`config.mk`:
```
export PLATFORM = sky130hd
export DESIGN_NAME = edf_periodic_task_scheduler_unit
export DESIGN_NICKNAME = d
export VERILOG_FILES = /design/src/edfsched_pkg.sv /design/src/edf_periodic_task_scheduler_unit.sv
export SDC_FILE = /design/constraint.sdc
export NUM_CORES = 2
export LEC_CHECK = 0
export BUFFER_PORTS_ARGS = -buffer_cell sky130_fd_sc_hd__buf_4
export CORE_MARGIN = 3
export CORE_UTILIZATION = 53
export CTS_CLUSTER_DIAMETER = 150
export DETAILED_ROUTE_END_ITERATION = 6
export GPL_TIMING_DRIVEN = 0
export MAX_ROUTING_LAYER = met4
export PLACE_DENSITY_LB_ADDON = 0.3
export SLEW_MARGIN = 5
export SYNTH_ARGS = -nofsm -noshare
export SYNTH_HDL_FRONTEND = slang
export SYNTH_SLANG_ARGS = --single-unit
```
`constraint.sdc`:
```
create_clock -name clock -period 22.2 [get_ports clock]
set_clock_uncertainty 0.1 [all_clocks]
set_input_delay 2.22 -clock clock [delete_from_list [all_inputs] [get_ports clock]]
set_output_delay 2.22 -clock clock [all_outputs]
set_load 0.01 [all_outputs]
```
`src/edfsched_pkg.sv`:
```
// ----------------------------------------------------------------------------
// EDF scheduler package
// Word types, field widths, defaults and codes shared by the scheduler files.
// ----------------------------------------------------------------------------
package edfsched_pkg;

   localparam int DEF_MAX_TASKS = 16;
   localparam int DEF_TIME_BITS = 32;

   localparam int ACT_BITS   = 5;
   localparam int SLOT_BITS  = 4;
   localparam int FIELD_BITS = 16;
   localparam int OUT_TIME_BITS = 32;

   localparam logic [ACT_BITS-1:0] ACTIVE_RESET = 5'd1;

   localparam logic KIND_LOAD = 1'b0;
   localparam logic KIND_TICK = 1'b1;

   typedef struct packed {
      logic                  kind;
      logic [SLOT_BITS-1:0]  task_slot;
      logic [FIELD_BITS-1:0] exec_time;
      logic [FIELD_BITS-1:0] task_period;
      logic [FIELD_BITS-1:0] rel_deadline;
   } req_word_type;

   typedef struct packed {
      logic [OUT_TIME_BITS-1:0] tick_time;
      logic [SLOT_BITS-1:0]     run_task;
      logic                     idle;
   } rsp_word_type;

   typedef struct packed {
      logic [FIELD_BITS-1:0] exec_time;
      logic [FIELD_BITS-1:0] task_period;
      logic [FIELD_BITS-1:0] rel_deadline;
   } task_param_type;

endpackage

```
`src/edf_periodic_task_scheduler_unit.sv`:
```
// ----------------------------------------------------------------------------
// EDF periodic task scheduler
// Channel  Dir  Handshake          Word
// req      in   req_valid/stall    req_word: load a task entry or one tick
// rsp      out  rsp_valid/stall    rsp_word: tick time, task that ran, idle
// csr      in   csr_valid/ready    csr_active_tasks: number of active tasks
//
// A tick word makes one pass over the task memories, one read a cycle, for each
// active task (csr_active_tasks, at most MAX_TASKS), then waits until the output
// is free, writes back the chosen task and loads the result.
// Reset is synchronous; task job state reads as zero until first written.
// A waiting result holds up only the done state of the next tick.
// ----------------------------------------------------------------------------
module edf_periodic_task_scheduler_unit #(
   parameter int MAX_TASKS = edfsched_pkg::DEF_MAX_TASKS,
   parameter int TIME_BITS = edfsched_pkg::DEF_TIME_BITS
) (
   input  logic                                     clock,
   input  logic                                     reset,
   input  logic                                     req_valid,
   output logic                                     req_stall,
   input  edfsched_pkg::req_word_type               req_word,
   output logic                                     rsp_valid,
   input  logic                                     rsp_stall,
   output edfsched_pkg::rsp_word_type               rsp_word,
   input  logic                                     csr_valid,
   output logic                                     csr_ready,
   input  logic [edfsched_pkg::ACT_BITS-1:0]        csr_active_tasks
);
   import edfsched_pkg::*;

   localparam int IDX_BITS = (MAX_TASKS > 1) ? $clog2(MAX_TASKS) : 1;
   localparam int CNT_BITS = $clog2(MAX_TASKS + 1);
   localparam int CMP_BITS = (CNT_BITS > ACT_BITS) ? CNT_BITS : ACT_BITS;
   localparam int DYN_BITS = FIELD_BITS + 2 * TIME_BITS;
   localparam logic [TIME_BITS-1:0] TIME_MAX = '1;

   typedef enum logic [2:0] {
      ST_IDLE = 3'b001,
      ST_SCAN = 3'b010,
      ST_DONE = 3'b100
   } state_type;

   function automatic logic [TIME_BITS-1:0] sat_add(input logic [TIME_BITS-1:0] a,
                                                    input logic [FIELD_BITS-1:0] b);
      logic [TIME_BITS:0] sum;
      sum = {1'b0, a} + (TIME_BITS + 1)'(b);
      return sum[TIME_BITS] ? TIME_MAX : sum[TIME_BITS-1:0];
   endfunction

   task_param_type        param_mem [MAX_TASKS];
   logic [DYN_BITS-1:0]   dyn_mem [MAX_TASKS];
   task_param_type        param_rd_ff;
   logic [DYN_BITS-1:0]   dyn_rd_ff;

   state_type             state_ff, state_in;
   logic [CNT_BITS-1:0]   rd_cnt_ff, rd_cnt_in;
   logic                  s1_vld_ff, s1_vld_in;
   logic [IDX_BITS-1:0]   s1_idx_ff, s1_idx_in;
   logic                  s1_live_ff, s1_live_in;
   logic [TIME_BITS-1:0]  now_ff, now_in;
   logic [ACT_BITS-1:0]   active_ff, active_in;
   logic                  found_ff, found_in;
   logic [IDX_BITS-1:0]   pick_ff, pick_in;
   logic [TIME_BITS-1:0]  best_due_ff, best_due_in;
   logic [TIME_BITS-1:0]  best_rel_ff, best_rel_in;
   logic [FIELD_BITS-1:0] best_work_ff, best_work_in;
   logic [MAX_TASKS-1:0]  dyn_valid_ff, dyn_valid_in;
   logic                  rsp_valid_ff, rsp_valid_in;
   rsp_word_type          rsp_word_ff, rsp_word_in;

   logic                  rd_en;
   logic [IDX_BITS-1:0]   rd_addr;
   logic                  prm_we;
   logic [IDX_BITS-1:0]   prm_waddr;
   logic                  dyn_we;
   logic [IDX_BITS-1:0]   dyn_waddr;
   logic [DYN_BITS-1:0]   dyn_wdata;

   logic                  req_take;
   logic                  slot_ok;
   logic [CMP_BITS-1:0]   act_ext;
   logic [CMP_BITS-1:0]   max_ext;
   logic [CMP_BITS-1:0]   count;
   logic                  scan_more;
   logic [DYN_BITS-1:0]   dyn_cur;
   logic [FIELD_BITS-1:0] cur_work;
   logic [TIME_BITS-1:0]  cur_rel;
   logic [TIME_BITS-1:0]  cur_due;
   logic                  released;
   logic [FIELD_BITS-1:0] new_work;
   logic [TIME_BITS-1:0]  new_rel;
   logic [TIME_BITS-1:0]  new_due;
   logic                  better;
   logic                  out_free;

   assign req_stall = (state_ff != ST_IDLE);
   assign req_take  = req_valid && (state_ff == ST_IDLE);
   assign csr_ready = 1'b1;
   assign rsp_valid = rsp_valid_ff;
   assign rsp_word  = rsp_word_ff;

   assign slot_ok   = (int'(req_word.task_slot) < MAX_TASKS);
   assign act_ext   = CMP_BITS'(active_ff);
   assign max_ext   = CMP_BITS'(MAX_TASKS);
   assign count     = (act_ext > max_ext) ? max_ext : act_ext;
   assign scan_more = (CMP_BITS'(rd_cnt_ff) < count);
   assign out_free  = !rsp_valid_ff || !rsp_stall;

   assign dyn_cur  = s1_live_ff ? dyn_rd_ff : '0;
   assign cur_work = dyn_cur[DYN_BITS-1 -: FIELD_BITS];
   assign cur_rel  = dyn_cur[2*TIME_BITS-1 -: TIME_BITS];
   assign cur_due  = dyn_cur[TIME_BITS-1:0];
   assign released = (cur_rel == now_ff);
   assign new_work = released ? param_rd_ff.exec_time : cur_work;
   assign new_rel  = released ? sat_add(cur_rel, param_rd_ff.task_period) : cur_rel;
   assign new_due  = released ? sat_add(now_ff, param_rd_ff.rel_deadline) : cur_due;
   assign better   = (new_work != '0) && (!found_ff || (new_due < best_due_ff));

   assign rd_en   = (state_ff == ST_SCAN) && scan_more;
   assign rd_addr = rd_cnt_ff[IDX_BITS-1:0];

   assign prm_we    = req_take && (req_word.kind == KIND_LOAD) && slot_ok;
   assign prm_waddr = IDX_BITS'(req_word.task_slot);

   always_comb begin
      dyn_we    = 1'b0;
      dyn_waddr = s1_idx_ff;
      dyn_wdata = {new_work, new_rel, new_due};
      if (s1_vld_ff) begin
         dyn_we = 1'b1;
      end else if ((state_ff == ST_DONE) && out_free && found_ff) begin
         dyn_we    = 1'b1;
         dyn_waddr = pick_ff;
         dyn_wdata = {best_work_ff - FIELD_BITS'(1), best_rel_ff, best_due_ff};
      end
   end

   always_comb begin
      state_in     = state_ff;
      rd_cnt_in    = rd_cnt_ff;
      s1_vld_in    = 1'b0;
      s1_idx_in    = rd_addr;
      s1_live_in   = dyn_valid_ff[rd_addr];
      now_in       = now_ff;
      active_in    = active_ff;
      found_in     = found_ff;
      pick_in      = pick_ff;
      best_due_in  = best_due_ff;
      best_rel_in  = best_rel_ff;
      best_work_in = best_work_ff;
      dyn_valid_in = dyn_valid_ff;
      rsp_valid_in = rsp_valid_ff && rsp_stall;
      rsp_word_in  = rsp_word_ff;

      if (csr_valid) begin
         active_in = csr_active_tasks;
      end

      if (prm_we) begin
         dyn_valid_in[prm_waddr] = 1'b0;
         now_in = '0;
      end

      if (dyn_we) begin
         dyn_valid_in[dyn_waddr] = 1'b1;
      end

      if (s1_vld_ff && better) begin
         found_in     = 1'b1;
         pick_in      = s1_idx_ff;
         best_due_in  = new_due;
         best_rel_in  = new_rel;
         best_work_in = new_work;
      end

      case (state_ff)
         ST_IDLE: begin
            if (req_take && (req_word.kind == KIND_TICK)) begin
               rd_cnt_in = '0;
               found_in  = 1'b0;
               state_in  = ST_SCAN;
            end
         end
         ST_SCAN: begin
            if (scan_more) begin
               s1_vld_in = 1'b1;
               rd_cnt_in = rd_cnt_ff + CNT_BITS'(1);
            end else begin
               state_in = ST_DONE;
            end
         end
         ST_DONE: begin
            if (out_free) begin
               rsp_valid_in          = 1'b1;
               rsp_word_in.tick_time = OUT_TIME_BITS'(now_ff);
               rsp_word_in.run_task  = found_ff ? SLOT_BITS'(pick_ff) : '0;
               rsp_word_in.idle      = !found_ff;
               now_in                = sat_add(now_ff, FIELD_BITS'(1));
               state_in              = ST_IDLE;
            end
         end
         default: begin
            state_in = ST_IDLE;
         end
      endcase
   end

   always_ff @(posedge clock) begin
      if (prm_we) begin
         param_mem[prm_waddr] <= '{req_word.exec_time, req_word.task_period,
                                   req_word.rel_deadline};
      end
      if (rd_en) begin
         param_rd_ff <= param_mem[rd_addr];
      end
   end

   always_ff @(posedge clock) begin
      if (dyn_we) begin
         dyn_mem[dyn_waddr] <= dyn_wdata;
      end
      if (rd_en) begin
         dyn_rd_ff <= dyn_mem[rd_addr];
      end
   end

   always_ff @(posedge clock) begin
      if (reset) begin
         state_ff     <= ST_IDLE;
         s1_vld_ff    <= 1'b0;
         now_ff       <= '0;
         active_ff    <= ACTIVE_RESET;
         found_ff     <= 1'b0;
         dyn_valid_ff <= '0;
         rsp_valid_ff <= 1'b0;
      end else begin
         state_ff     <= state_in;
         s1_vld_ff    <= s1_vld_in;
         now_ff       <= now_in;
         active_ff    <= active_in;
         found_ff     <= found_in;
         dyn_valid_ff <= dyn_valid_in;
         rsp_valid_ff <= rsp_valid_in;
      end
   end

   always_ff @(posedge clock) begin
      rd_cnt_ff    <= rd_cnt_in;
      s1_idx_ff    <= s1_idx_in;
      s1_live_ff   <= s1_live_in;
      pick_ff      <= pick_in;
      best_due_ff  <= best_due_in;
      best_rel_ff  <= best_rel_in;
      best_work_ff <= best_work_in;
      rsp_word_ff  <= rsp_word_in;
   end

endmodule
```
==> run summary <==
TritonCTS buffer count = 223
# nets final = 5009
Synth Warn # = 0
Switch share = 20.3%
Grt ovf = 0
Crit path launch type = flop
Pwr Density = 83.1 mW/mm²
Post-synth top area cell = edfxtp_1
Via density = 6.46
Post-Syn Area = 0.0936 mm²
Via count = 47.8k
Setup Viol. Count Final = 0
Clock power frac = 41.7%
Unrepaired setup endpoints after global routing = false
Slew headroom = 11.4%
Setup Buffers After CTS = 0
Cells after synthesis = 4463
Internal power = 7.02 mW
Core area = 0.175 mm²
Placed cell area = 0.0989 mm²
Drt first pass iters = 6
Chip Height = 426 µm
Sink Count = 2366
Post-CTS Resized = 0
Post-synthesis sequential area ratio = 75.2%
Async S/R FF share, synth = 0%
Total Routing Usage GR = 27.9%
Drt initial violations = 6625
Final period util = 31.5%
Max_cap viols = 0
WP data required = 22.60 ns
DRT Wirelength = 244000 µm
CTS Hold Bufs = 0
Clk_lat worst skew = 0.86 ns
Pre-CTS WS = 15.34 ns
Fraction of layout cells with a size suffix above 1 = 25.3%
Worst hold slack = 0.319 ns
Final core utilization = 60.6%
Avg Cell Area, Syn = 21.0 µm²
Top sig layer = met4
Wire length on met2 = 123000 µm
CTS tree = yes
Worst-path maximum fanout = 54
Global-route wire length before repair = 347000 µm
HPWL reported at the end of detailed placement = 155000 µm
IO Port Bufs = 100
Final cell count without fillers = 7402
Fin. max-slew vios = 0
Leakage power total = 33.5 nW
Main synth FF type = edfxtp_1
Arr. time, crit path = 7.39 ns
Worst Tran Pin Value = 1.32 ns
Die width = 426 µm
Filler instances = 11.9k
M1 wire length = 89800 µm
IO Count = 103
Root Buffer = clkbuf_16
Initial antenna violation count = 17
HP Class = reg -> reg
Drc violations = 0
Met3 WL post-DR = 21700 µm
Placed Cells incl. Taps = 6974
CTS clk-pin slew, worst paths = 0.06 ns
Vias in the first global route = 47.6k
Area growth syn-to-layout = 13.2%
Die area = 0.182 mm²
Worst Setup End Kind = flop
Synth cell types = 75
Sequential Power Share = 55.4%
# rows = 153
Status = complete, no violations
GPL Wtd Cong = 0.957
Pin count of the biggest net entering global routing = 55
EDFF count, synth = 2302
H-tree level count = 4
Synth top area cells = edfxtp_1, mux4_2, dfxtp_1
TNS Setup = 0 ns
Post-route cell area = 0.106 mm²
Initial Util = 53.6%
Area share of the largest cell type after synthesis = 73.8%
Flops & latches, synth = 2366
Worst vdd ir = 0.0000958 V
Antenna-violating nets left = 0
Reg area = 0.0704 mm²
Sw Pwr = 1.79 mW
Logic pwr share = 2.9%
Post-route setup slack = 15.21 ns
Multi-input combinational cell area = 0.0222 mm²
Period minus WS final = 6.99 ns
Syn_nets = 4598
Total Power = 8.80 mW
Setup CP Type = reg -> reg
DR WL/cell = 32.9 µm
CTS Buffer Depth = 3
Hold Violations, Final = 0
Max Fclk = 143 MHz
## state kept, by name, indices dropped and copies added, names as in the netlist, 5 cells and up
signal,cells
best_rel_ff,32
best_due_ff,32
now_ff,32
best_work_ff,16
dyn_rd_ff,80
dyn_mem,1280
param_rd_ff,48
rsp_word,37
act_ext,5
param_mem,768
rd_cnt_ff,5
dyn_valid_ff,16
## final timing paths
kind	from	to	slack (ns)	cells after the start
max	now_ff[24]	best_rel_ff[29]	15.21	19
min	rd_cnt_ff[3]	s1_idx_ff[3]	0.32	0
max reg2reg	now_ff[24]	best_rel_ff[29]	15.21	19
min reg2reg	rd_cnt_ff[3]	s1_idx_ff[3]	0.32	0
## layout by cell type (no fill, tap or decap), types with 26 or more instances in the layout
cell / netlist / layout
a21oi_1: 96 / 95
and2_1: 26 / 26
buf_1: 64 / 63
buf_4: 2 / 129
clkbuf_1: 154 / 210
clkbuf_16: 0 / 227
clkinv_1: 0 / 47
clkinv_2: 0 / 39
dfxtp_1: 64 / 64
edfxtp_1: 2302 / 2302
ha_1: 70 / 70
inv_1: 69 / 53
mux2_2: 52 / 52
mux4_2: 645 / 645
nand2_1: 146 / 146
nand3_1: 90 / 90
nor2_1: 115 / 103
o21ai_0: 68 / 68
xor2_1: 41 / 41
## power by group through the flow
stage	logic [mW]	clock network [mW]	registers [mW]
2_1_floorplan	0.147	0	4.97
6_report	0.256	3.67	4.88
3_3_place_gp	0.246	0	4.98
3_5_place_dp	0.257	0	4.97
4_1_cts	0.258	3.71	4.88
5_1_grt	0.270	3.89	4.88
## cell type report
type	count	area share, %
antenna	13	0.0307
buffer	243	0.910
clock buffer	297	5.63
clock inverter	118	0.956
inverter	69	0.320
multi-input combinational	1785	20.9
sequential	2366	66.4
tap	2325	2.74
timing repair buffer	186	2.06
## worst max-delay path, stage by stage, from the launching register on
cell       delay (ns)
dfxtp_1          0.46
clkbuf_1         0.46
nand3_1          0.13
o22ai_1          0.16
o22ai_1          0.12
nor4_2           0.61
nand2_2          0.34
nor2_2           0.60
buf_2            0.42
a22oi_1          0.18
ha_1             0.35
a21o_1           0.18
a21oi_1          0.17
nor2_1           0.06
a2111oi_0        0.71
a211oi_1         0.17
o41ai_1          0.31
a221o_1          0.16
and3_4           0.52
buf_16           0.31
## cells in the mapped netlist, drive strengths merged, types with 17 or more instances
master	number
a21oi	96
nand3	90
ha	70
mux4	645
nor3	31
a311oi	17
dfxtp	64
nand4	24
and3	21
nand2b	20
edfxtp	2302
inv	69
nor2	116
nor4	24
buf	89
xnor2	24
clkbuf	154
and2	26
a21o	24
a22oi	18
nand2	147
xor2	41
a31oi	23
o22ai	25
o21ai	71
o21a	24
mux2	52
## layer usage
metal / up-vias / GRT usage [%]
li1: 19500 / -
met1: 25300 / 36.2
met2: 2552 / 44.8
met3: 453 / 5.44
met4: 0 / 9.63
met5: - / -
## cells by family (layout without fill, tap and decap cells)
logic type / after synthesis / after routing / synth area share (%)
other: 1 / 14 / 0.00401
xor gates and xnor gates: 65 / 65 / 0.608
adders and majority gates: 72 / 72 / 0.978
buffers and inverters: 312 / 913 / 1.29
AOI/OAI and AO/OA: 379 / 379 / 2.66
muxes: 709 / 709 / 16.3
and+or+nand+nor: 559 / 559 / 2.98
DFF: 2366 / 2366 / 75.2
(Power assumes the default switching activity.)
